### config.mk
export PLATFORM = sky130hd
export DESIGN_NAME = modular_exponentiation_top_flat
export DESIGN_NICKNAME = d
export VERILOG_FILES = /design/src/mexp_pkg.sv /design/src/mexp_if.sv /design/src/modular_exponentiation_top.sv /design/src/mexp_mulmod.sv /design/src/flat_wrapper.sv
export SDC_FILE = /design/constraint.sdc
export NUM_CORES = 1
export LEC_CHECK = 0
export BUFFER_PORTS_ARGS = -buffer_cell sky130_fd_sc_hd__buf_4
export CORE_ASPECT_RATIO = 0.6
export CORE_MARGIN = 8
export CORE_UTILIZATION = 38
export CTS_BUF_LIST = sky130_fd_sc_hd__clkbuf_16
export DETAILED_ROUTE_END_ITERATION = 12
export PLACE_DENSITY_LB_ADDON = 0.2
export SYNTH_ARGS = -nofsm -noshare
export SYNTH_HDL_FRONTEND = slang
export SYNTH_SLANG_ARGS = --single-unit
export TNS_END_PERCENT = 5
### constraint.sdc
create_clock -name i_clk -period 26.6 [get_ports i_clk]
set_clock_uncertainty 0.15 [all_clocks]
set_input_delay 2.66 -clock i_clk [delete_from_list [all_inputs] [get_ports i_clk]]
set_output_delay 2.66 -clock i_clk [all_outputs]
set_load 0.02 [all_outputs]
### src/mexp_pkg.sv
package mexp_pkg;

    // fixed width of every payload field
    localparam int FIELD_W = 64;

    // arithmetic width: only the low OPERAND_WIDTH bits of each field are used
    localparam int OPERAND_WIDTH = 64;

    // bit counter width of the multiplier
    localparam int CNT_W = (OPERAND_WIDTH > 1) ? $clog2(OPERAND_WIDTH) : 1;

    typedef logic [FIELD_W-1:0]       t_field;
    typedef logic [OPERAND_WIDTH-1:0] t_opnd;

    // status of the shared modular multiplier
    typedef struct packed {
        logic busy;
        logic done;
    } t_mm_stat;

endpackage

### src/mexp_if.sv
// operand channel
interface mexp_in_if;
    import mexp_pkg::*;

    logic   valid;
    logic   ready;
    t_field base_value;
    t_field exponent;
    t_field modulus;

    modport source (output valid, output base_value, output exponent, output modulus,
                    input ready);
    modport sink   (input valid, input base_value, input exponent, input modulus,
                    output ready);
endinterface

// result channel
interface mexp_out_if;
    import mexp_pkg::*;

    logic   valid;
    logic   ready;
    t_field power_residue;
    logic   zero_modulus;

    modport source (output valid, output power_residue, output zero_modulus, input ready);
    modport sink   (input valid, input power_residue, input zero_modulus, output ready);
endinterface

### src/modular_exponentiation_top.sv
// channel | dir | handshake     | payload
// i_in    | in  | valid / ready | base_value, exponent, modulus (64 bits each)
// o_out   | out | valid / ready | power_residue (64 bits), zero_modulus (1 bit)
//
// one item at a time; i_in.ready is high only while the sequencer is idle
// each modular multiply runs in the shared shift-add unit
// an item runs k modular multiplies, k = base reduction plus n squares plus one multiply
// per set bit, n = significant exponent bits
// a zero or one modulus skips the multiplier; a stalled o_out holds the sequencer
// in its final state until the result register frees; synchronous active-low reset
module modular_exponentiation_top (
    input  logic       i_clk,
    input  logic       i_rst_n,
    mexp_in_if.sink    i_in,
    mexp_out_if.source o_out
);
    import mexp_pkg::*;

    typedef enum logic [2:0] {
        ST_IDLE,
        ST_REDUCE,
        ST_CHECK,
        ST_MUL_R,
        ST_SQR,
        ST_FINISH
    } t_state;

    t_state   r_state;
    t_opnd    r_b;
    t_opnd    r_e;
    t_opnd    r_m;
    t_opnd    r_r;
    logic     r_err;
    logic     r_mm_start;
    t_opnd    r_mm_a;
    t_opnd    r_mm_b;
    logic     r_out_valid;
    t_opnd    r_out_residue;
    logic     r_out_zero;

    t_mm_stat w_mm_stat;
    t_opnd    w_mm_result;
    t_opnd    w_in_b;
    t_opnd    w_in_e;
    t_opnd    w_in_m;

    // only the low operand bits take part
    assign w_in_b = i_in.base_value[OPERAND_WIDTH-1:0];
    assign w_in_e = i_in.exponent[OPERAND_WIDTH-1:0];
    assign w_in_m = i_in.modulus[OPERAND_WIDTH-1:0];

    // shared modular multiplier
    mexp_mulmod u_mulmod (
        .i_clk    (i_clk),
        .i_rst_n  (i_rst_n),
        .i_start  (r_mm_start),
        .i_a      (r_mm_a),
        .i_b      (r_mm_b),
        .i_m      (r_m),
        .o_stat   (w_mm_stat),
        .o_result (w_mm_result)
    );

    // square and multiply sequencer, exponent lsb first
    always_ff @(posedge i_clk) begin
        if (!i_rst_n) begin
            r_state     <= ST_IDLE;
            r_mm_start  <= 1'b0;
            r_out_valid <= 1'b0;
        end else begin
            r_mm_start <= 1'b0;
            if (r_out_valid && o_out.ready && r_state != ST_FINISH) begin
                r_out_valid <= 1'b0;
            end
            unique case (r_state)
                ST_IDLE: begin
                    if (i_in.valid) begin
                        r_e   <= w_in_e;
                        r_m   <= w_in_m;
                        r_err <= (w_in_m == '0);
                        if (w_in_m == '0 || w_in_m == t_opnd'(1)) begin
                            r_r     <= '0;
                            r_state <= ST_FINISH;
                        end else begin
                            // base mod m as 1 * base mod m
                            r_r        <= t_opnd'(1);
                            r_mm_a     <= t_opnd'(1);
                            r_mm_b     <= w_in_b;
                            r_mm_start <= 1'b1;
                            r_state    <= ST_REDUCE;
                        end
                    end
                end
                ST_REDUCE: begin
                    if (w_mm_stat.done) begin
                        r_b     <= w_mm_result;
                        r_state <= ST_CHECK;
                    end
                end
                ST_CHECK: begin
                    if (r_e == '0) begin
                        r_state <= ST_FINISH;
                    end else if (r_e[0]) begin
                        r_mm_a     <= r_r;
                        r_mm_b     <= r_b;
                        r_mm_start <= 1'b1;
                        r_state    <= ST_MUL_R;
                    end else begin
                        r_mm_a     <= r_b;
                        r_mm_b     <= r_b;
                        r_mm_start <= 1'b1;
                        r_e        <= r_e >> 1;
                        r_state    <= ST_SQR;
                    end
                end
                ST_MUL_R: begin
                    if (w_mm_stat.done) begin
                        r_r        <= w_mm_result;
                        r_mm_a     <= r_b;
                        r_mm_b     <= r_b;
                        r_mm_start <= 1'b1;
                        r_e        <= r_e >> 1;
                        r_state    <= ST_SQR;
                    end
                end
                ST_SQR: begin
                    if (w_mm_stat.done) begin
                        r_b     <= w_mm_result;
                        r_state <= ST_CHECK;
                    end
                end
                ST_FINISH: begin
                    if (!r_out_valid || o_out.ready) begin
                        r_out_valid   <= 1'b1;
                        r_out_residue <= r_r;
                        r_out_zero    <= r_err;
                        r_state       <= ST_IDLE;
                    end
                end
                default: begin
                    r_state <= ST_IDLE;
                end
            endcase
        end
    end

    assign i_in.ready          = (r_state == ST_IDLE);
    assign o_out.valid         = r_out_valid;
    assign o_out.power_residue = FIELD_W'(r_out_residue);
    assign o_out.zero_modulus  = r_out_zero;

`ifndef SYNTHESIS
    // the multiplier is never restarted while it is still working
    a_start_idle: assert property (@(posedge i_clk) disable iff (!i_rst_n)
        r_mm_start |-> !w_mm_stat.busy)
        else $error("multiplier started while busy");

    // no item is taken while the multiplier runs
    a_ready_not_busy: assert property (@(posedge i_clk) disable iff (!i_rst_n)
        i_in.ready |-> !w_mm_stat.busy && !r_mm_start)
        else $error("input ready while multiply in flight");

    // a multiply only finishes in a state that waits for it
    a_done_expected: assert property (@(posedge i_clk) disable iff (!i_rst_n)
        w_mm_stat.done |-> (r_state == ST_REDUCE || r_state == ST_MUL_R
                            || r_state == ST_SQR))
        else $error("multiply finished in unexpected state");

    // a zero modulus always reports a zero residue
    a_err_zero: assert property (@(posedge i_clk) disable iff (!i_rst_n)
        r_out_valid && r_out_zero |-> r_out_residue == '0)
        else $error("zero modulus with nonzero residue");
`endif

endmodule

### src/mexp_mulmod.sv
// (a * b) mod m, one multiplier bit per cycle, msb first; needs a < m, m > 1
module mexp_mulmod (
    input  logic               i_clk,
    input  logic               i_rst_n,
    input  logic               i_start,
    input  mexp_pkg::t_opnd    i_a,
    input  mexp_pkg::t_opnd    i_b,
    input  mexp_pkg::t_opnd    i_m,
    output mexp_pkg::t_mm_stat o_stat,
    output mexp_pkg::t_opnd    o_result
);
    import mexp_pkg::*;

    localparam int SUM_W = OPERAND_WIDTH + 2;

    t_opnd            r_acc;
    t_opnd            r_a;
    t_opnd            r_b;
    t_opnd            r_m;
    logic [CNT_W-1:0] r_cnt;
    logic             r_busy;
    logic             r_done;

    logic [SUM_W-1:0] w_sum;
    logic [SUM_W:0]   w_sub1;
    logic [SUM_W:0]   w_sub2;
    t_opnd            n_acc;

    // 2*acc + bit*a stays below 3m, so at most two subtractions of m
    always_comb begin
        w_sum  = {1'b0, r_acc, 1'b0} + (r_b[OPERAND_WIDTH-1] ? SUM_W'(r_a) : '0);
        w_sub1 = {1'b0, w_sum} - (SUM_W + 1)'(r_m);
        w_sub2 = {1'b0, w_sum} - (SUM_W + 1)'({r_m, 1'b0});
        if (!w_sub2[SUM_W]) begin
            n_acc = w_sub2[OPERAND_WIDTH-1:0];
        end else if (!w_sub1[SUM_W]) begin
            n_acc = w_sub1[OPERAND_WIDTH-1:0];
        end else begin
            n_acc = w_sum[OPERAND_WIDTH-1:0];
        end
    end

    // operand capture and bit sequencing
    always_ff @(posedge i_clk) begin
        if (!i_rst_n) begin
            r_busy <= 1'b0;
            r_done <= 1'b0;
            r_cnt  <= '0;
        end else begin
            r_done <= 1'b0;
            if (i_start) begin
                r_acc  <= '0;
                r_a    <= i_a;
                r_b    <= i_b;
                r_m    <= i_m;
                r_cnt  <= CNT_W'(OPERAND_WIDTH - 1);
                r_busy <= 1'b1;
            end else if (r_busy) begin
                r_acc <= n_acc;
                r_b   <= r_b << 1;
                r_cnt <= r_cnt - 1'b1;
                if (r_cnt == '0) begin
                    r_busy <= 1'b0;
                    r_done <= 1'b1;
                end
            end
        end
    end

    assign o_stat.busy = r_busy;
    assign o_stat.done = r_done;
    assign o_result    = r_acc;

endmodule

### src/flat_wrapper.sv
// flat-port wrapper written by rule: the top's interface ports become plain ports
module modular_exponentiation_top_flat import mexp_pkg::*;
  (i_clk, i_rst_n, i_in_valid, i_in_base_value, i_in_exponent, i_in_modulus, i_in_ready, o_out_valid, o_out_power_residue, o_out_zero_modulus, o_out_ready);
  mexp_in_if i_in_i ();
  mexp_out_if o_out_i ();
  input  logic i_clk;
  input  logic i_rst_n;
  input wire logic [$bits(i_in_i.valid)-1:0] i_in_valid;
  input wire logic [$bits(i_in_i.base_value)-1:0] i_in_base_value;
  input wire logic [$bits(i_in_i.exponent)-1:0] i_in_exponent;
  input wire logic [$bits(i_in_i.modulus)-1:0] i_in_modulus;
  output wire logic [$bits(i_in_i.ready)-1:0] i_in_ready;
  output wire logic [$bits(o_out_i.valid)-1:0] o_out_valid;
  output wire logic [$bits(o_out_i.power_residue)-1:0] o_out_power_residue;
  output wire logic [$bits(o_out_i.zero_modulus)-1:0] o_out_zero_modulus;
  input wire logic [$bits(o_out_i.ready)-1:0] o_out_ready;
  assign i_in_i.valid = i_in_valid;
  assign i_in_i.base_value = i_in_base_value;
  assign i_in_i.exponent = i_in_exponent;
  assign i_in_i.modulus = i_in_modulus;
  assign i_in_ready = i_in_i.ready;
  assign o_out_valid = o_out_i.valid;
  assign o_out_power_residue = o_out_i.power_residue;
  assign o_out_zero_modulus = o_out_i.zero_modulus;
  assign o_out_i.ready = o_out_ready;
  modular_exponentiation_top u_core (.i_clk(i_clk), .i_rst_n(i_rst_n), .i_in(i_in_i), .o_out(o_out_i));
endmodule
======== Word-level counts from Yosys, hierarchy flattened ========
Index checks and enable logic that the tools add are counted.
Widths: inputs -> output; s select.
storage, ports and cells
  bits in registers ....................... 719
  output and inout port bits .............. 67
  input bits .............................. 196
  logic and storage cells ................. 111
cells by class
  eq/ne operators ......................... 14
  bitwise logic cells ..................... 2
  add/sub/neg operators ................... 4
  muxes and demuxes ....................... 47
  reduce and logical (&&, ||, !) cells .... 24
operators by type and width
  cell                 number
  $mux 64              20
  $pmux 64 s3          3
  $logic_not 64->1     2
  $pmux 64 s2          1
  $sub 66x64->67       1
  $sub 66x65->67       1
  $add 65x66->66       1
  $eq 64x1->1 const B  1
  $mux 3               7
  $pmux 3 s5           1
  $mux 1               12
  $mux 6               2
  $reduce_and 6->1     2
  $ne 2x2->1 const B   5
  $reduce_and 3->1     3
  $reduce_and 4->1     2
  $eq 3x2->1 const B   2
  $eq 3x3->1 const B   2
  $logic_not 6->1      1
  $sub 6x1->6 const B  1
  $reduce_and 5->1     1
  $ne 2x1->1 const B   2
  $reduce_and 2->1     2
  $reduce_bool 2->1    2
  11 further kinds     14

======== Longest topological paths before layout ========
  depth in word-level cells ............... 6
  depth in mapped cells ................... 30
  mapped depth without buffers ............ 27

======== Modules after synthesis ========
A second synthesis with hierarchy kept.
unflattened totals
  cells, all modules ...................... 3470
  area, all modules ....................... 38907.3 sq um
modules (own cells, without submodules)
  module                      cells each  seq. area each (sq um)  area each (sq um)  times used
  mexp_mulmod                 2330        7847.5                  21824.7            1
  modular_exponentiation_top  1140        13613.1                 17082.6            1

======== Worst setup path after synthesis ========
No wires, ideal clock.
  path kind ............................... input -> register
  start point ............................. input i_rst_n
  end point ............................... register u_core.r_mm_a[0] (enable)
  data required time ...................... 25.639 ns
  setup time .............................. 0.811 ns
  cell stages on the path ................. 4
  path buffers ............................ 1
  setup slack ............................. 12.740 ns
  arrival ................................. 12.899 ns
  cells stage by stage .................... clkbuf_1 -> clkinv_1 -> nor4b_1 -> a21boi_0
on the way
  longest elaborated chain between the ends .. 1
RTL lines
  what                        line                               source
  from (decl)                 flat_wrapper.sv:7                  input logic i_rst_n;
  $reduce_and 6->1 (no line)  --
  to (signal assigned)        modular_exponentiation_top.sv:87   r_mm_a <= t_opnd'(1);
  to (signal assigned)        modular_exponentiation_top.sv:104  r_mm_a <= r_r;
  to (signal assigned)        modular_exponentiation_top.sv:109  r_mm_a <= r_b;
  to (decl)                   modular_exponentiation_top.sv:35   t_opnd r_mm_a;
Every way passes these cells.
A chain may end at the register's enable or synchronous reset.

======== Worst setup path after layout ========
  start point ............................. register u_core.u_mulmod.r_b[63]
  end point ............................... register u_core.u_mulmod.r_acc[16], in the netlist u_core.u_mulmod.o_result[16] (data pin)
on the way
  longest elaborated chain between the ends .. 6
  elaborated cells on any way between the ends .. 7
  those cells by class .................... 3 x add/sub; 4 x mux
RTL lines
  what                    line               source
  from (decl)             mexp_mulmod.sv:18  t_opnd r_b;
  from (signal assigned)  mexp_mulmod.sv:54  r_b <= i_b;
  from (signal assigned)  mexp_mulmod.sv:60  r_b <= r_b << 1;
  $mux 64 *               mexp_mulmod.sv:31  w_sum = {1'b0, r_acc, 1'b0} + (r_b[OPERAND_WIDTH-1] ? SUM_W'(r_a) : '0);
  $add 65x66->66 *        mexp_mulmod.sv:31
  $sub 66x64->67          mexp_mulmod.sv:32  w_sub1 = {1'b0, w_sum} - (SUM_W + 1)'(r_m);
  $mux 64                 mexp_mulmod.sv:36  end else if (!w_sub1[SUM_W]) begin
  $mux 64 *               mexp_mulmod.sv:34  if (!w_sub2[SUM_W]) begin
  $mux 64 *               mexp_mulmod.sv:58  end else if (r_busy) begin
  to (signal assigned)    mexp_mulmod.sv:59  r_acc <= n_acc;
  to (decl)               mexp_mulmod.sv:16  t_opnd r_acc;
Every way passes the cells marked *; elsewhere a longest branch is shown, timed or not. The select of a mux whose other input is x is not followed.

==> summary.txt <==
status -> finished, final reports clean
final setup fails -> 0
Initial Util -> 0.383
worst reg2reg endpoint -> u_core.u_mulmod.o_result[16]$_SDFFCE_PP0P_
Synth area leaders -> edfxtp_1 (54%), ha_1 (6.2%), nand2_1 (5.0%)
worst-margin pin slew -> 1150 ps
Netlist cell types -> 113
clock share of power -> 0.268
Seq pwr share -> 0.353
Clock Tree Buf Depth -> 3
H-tree Lvls -> 3
num rows -> 91
routability cong. -> 0.944
CTS clk-pin slew, worst paths -> 70 ps
max_cap viols -> 0
layout cells sized above 1 -> 0.148
final hold slack -> 236 ps
CP peak stage delay -> 770 ps
# IOs -> 263
CTS Hold Buffers Added -> 0
# port buffers -> 262
CP startpoint -> u_core.u_mulmod.r_b[63]$_DFFE_PP_
CTS root buf -> clkbuf_16
Switching Share -> 0.378
Final Slew Violations -> 0
crit-path leading delay family -> compound AO/OA/AOI/OAI gates
Post-Synthesis Cells -> 3496
Inserted Clock Buffers -> 72
Std-Cell Core Area -> 103000 sq um
fmax -> 123 MHz
Setup crit end -> u_core.u_mulmod.o_result[16]$_SDFFCE_PP0P_
Die ar. -> 114000 sq um
Fillers -> 9667
Initial DRC Count -> 3610
main flop type after synthesis -> edfxtp_1
CP max-delay cell -> nand3_4
vias in the first global route -> 26300
setup_tns -> 0 ps
die width -> 431 um
Residual DRC -> 0
post-synth top area share -> 0.540
slew margin rel. -> 0.234
combinational group share of total power -> 0.379
YS warnings -> 0
Worst Path Required -> 26910 ps
reg2reg setup slack -> 18440 ps
commonest non-fill, non-tap cell in the layout -> edfxtp_1
pin count of the biggest net entering global routing -> 92
hold crit path type -> flop to flop
reg2reg start -> u_core.u_mulmod.r_b[63]$_DFFE_PP_
Power Internal -> 2460 uW
Routed WL -> 123 mm
Clk Latency, worst-skew pair -> 680 ps
RSZ-0062 raised after global routing -> false
Routed Antenna Nets -> 0
Die H -> 265 um
Synth area leader -> edfxtp_1
wire per inst -> 23.9 um
HPWL Detailed -> 92.3 mm
final net count -> 4084
Final Critical Period -> 8160 ps
Pwr Density -> 88.0 nW/um^2
commonest non-fill, non-tap cells in the layout -> edfxtp_1 (706), nand2_1 (521), buf_4 (300)
P_sw -> 1500 uW
critical path's most frequent cell -> a211oi_1
CP Data Arrival Time -> 8470 ps
TritonCTS clock tree -> built
Seq/Total Area, Yosys -> 0.547
DR pass1 iterations -> 6
DR vias/cell -> 5.58
crit-path max FO -> 64
Finished Core Util -> 0.438
mapped cell area -> 39300 sq um
post_cts resized -> 0
Startpoint Class -> flop
Peak supply drop -> 0.0419 mV
number of buffers and inverters on the critical path -> 2
post-CTS setup buffer count -> 0
Yosys reg bits -> 719
clock net sink count -> 719
part of the cycle the worst path needs -> 0.307
R2R cell count -> 28
Post-synth EDFFs -> 706
Via Count -> 28700
CP Class -> flop to flop
Async S/R FF share, synth -> 0
first-pass GRT wire length -> 179 mm
GRT Residual Overflow -> 0
antenna violations before repair -> 4
Avg Cell Area, Syn -> 11.2 sq um
Critical Path End Type -> flop
final hold viol count -> 0
gr usage total -> 0.207
Area growth syn-to-layout -> 14.6%
Post-Syn Nets -> 3888
Pleak -> 0.0174 uW
stages on the worst setup path -> 28
[state kept, by name, summed over array words and instances (netlist names)]
signal	cells
u_core.o_out.power_residue	64
u_core.r_b	64
u_core.r_e	64
u_core.r_m	64
u_core.r_mm_a	64
u_core.r_mm_b	64
u_core.r_r	64
u_core.u_mulmod.o_result	64
u_core.u_mulmod.r_a	64
u_core.u_mulmod.r_b	64
u_core.u_mulmod.r_m	64
u_core.u_mulmod.r_cnt	6
u_core.r_state	3
u_core.o_out.valid	1
u_core.o_out.zero_modulus	1
u_core.r_err	1
u_core.r_mm_start	1
u_core.u_mulmod.r_busy	1
u_core.u_mulmod.r_done	1
[area by class of cell]
cell class	instances	area, sq um	share of cell area
sequential	719	21500	0.477
multi-input combinational	2481	16600	0.369
timing repair buffer	300	2250	0.0501
clock buffer	72	1800	0.0401
tap	1395	1750	0.0388
clock inverter	60	654	0.0146
inverter	118	443	0.00985
antenna	1	2.50	0.0000556
[routing by layer]
metal	track usage	share of wire	up-vias
met5	0	0	-
met4	0.0342	0.013	0
met3	0.0623	0.11	87
met2	0.225	0.33	1185
met1	0.371	0.55	14000
li1	-	-	13400
[kinds of logic after synthesis]
group,after synthesis,synth area share
compound gates,850,0.150
xor+xnor,179,0.0399
fa+ha+maj,196,0.0631
buf+inv,296,0.0332
flops,719,0.547
mux,107,0.0293
simple gates,1149,0.137
[power groups by stage]
stage	clock, uW	sequential [uW]	combinational [uW]
2_1_floorplan	0	1390	1010
3_3_place_gp	0	1420	1450
3_5_place_dp	0	1420	1440
4_1_cts	1090	1390	1440
5_1_grt	1130	1400	1600
6_report	1060	1400	1500
[worst register-to-register path, delay by kind of cell (launching register included)]
family	cells	cell delay (ps)
mux	1	420
compound gates	15	3600
flops	1	340
fa+ha+maj	3	1010
buf+inv	2	350
xor+xnor	1	510
simple gates	6	1580
[synth_stat cells, types with 58 or more instances]
| cell | instances |
|---|---|
| edfxtp_1 | 706 |
| nand2_1 | 522 |
| a21oi_1 | 284 |
| ha_1 | 193 |
| nor2_1 | 186 |
| clkbuf_1 | 125 |
| xnor2_1 | 117 |
| inv_1 | 116 |
| o21ai_0 | 101 |
| and3_1 | 89 |
| a21o_1 | 87 |
| and2_1 | 77 |
| mux2_2 | 63 |
| a22o_1 | 62 |
| xor2_1 | 62 |
| nand3_1 | 58 |
[per-stage QoR]
step / total power, uW / instance area [sq um] / instances / setup WS (ps)
finish: 3960 / 45000 / 5146 / 18440
global route: 4130 / 45000 / 5146 / 17880
CTS: 3920 / 45000 / 5145 / 18570
detailed placement: 2860 / 42500 / 5013 / 18620
global placement: 2870 / 42500 / 5013 / 18690
floorplan: 2410 / 39300 / 3496 / 12740
[how the worst min path moves through the flow]
stage	depth (start not counted)	slack, ps	to	startpoint
finish	0	240	u_core.u_mulmod.r_m[0]$_DFFE_PP_	u_core.r_m[0]$_DFFE_PP_
global route	0	250	u_core.u_mulmod.r_a[18]$_DFFE_PP_	u_core.r_mm_a[18]$_DFFE_PP_
CTS	0	240	u_core.u_mulmod.r_m[0]$_DFFE_PP_	u_core.r_m[0]$_DFFE_PP_
detailed placement	0	250	u_core.u_mulmod.r_a[17]$_DFFE_PP_	u_core.r_mm_a[17]$_DFFE_PP_
global placement	0	250	u_core.u_mulmod.r_m[13]$_DFFE_PP_	u_core.r_m[13]$_DFFE_PP_
floorplan	0	250	u_core.o_out.zero_modulus$_DFFE_PP_	u_core.r_err$_DFFE_PP_
(Power assumes the default switching activity.)
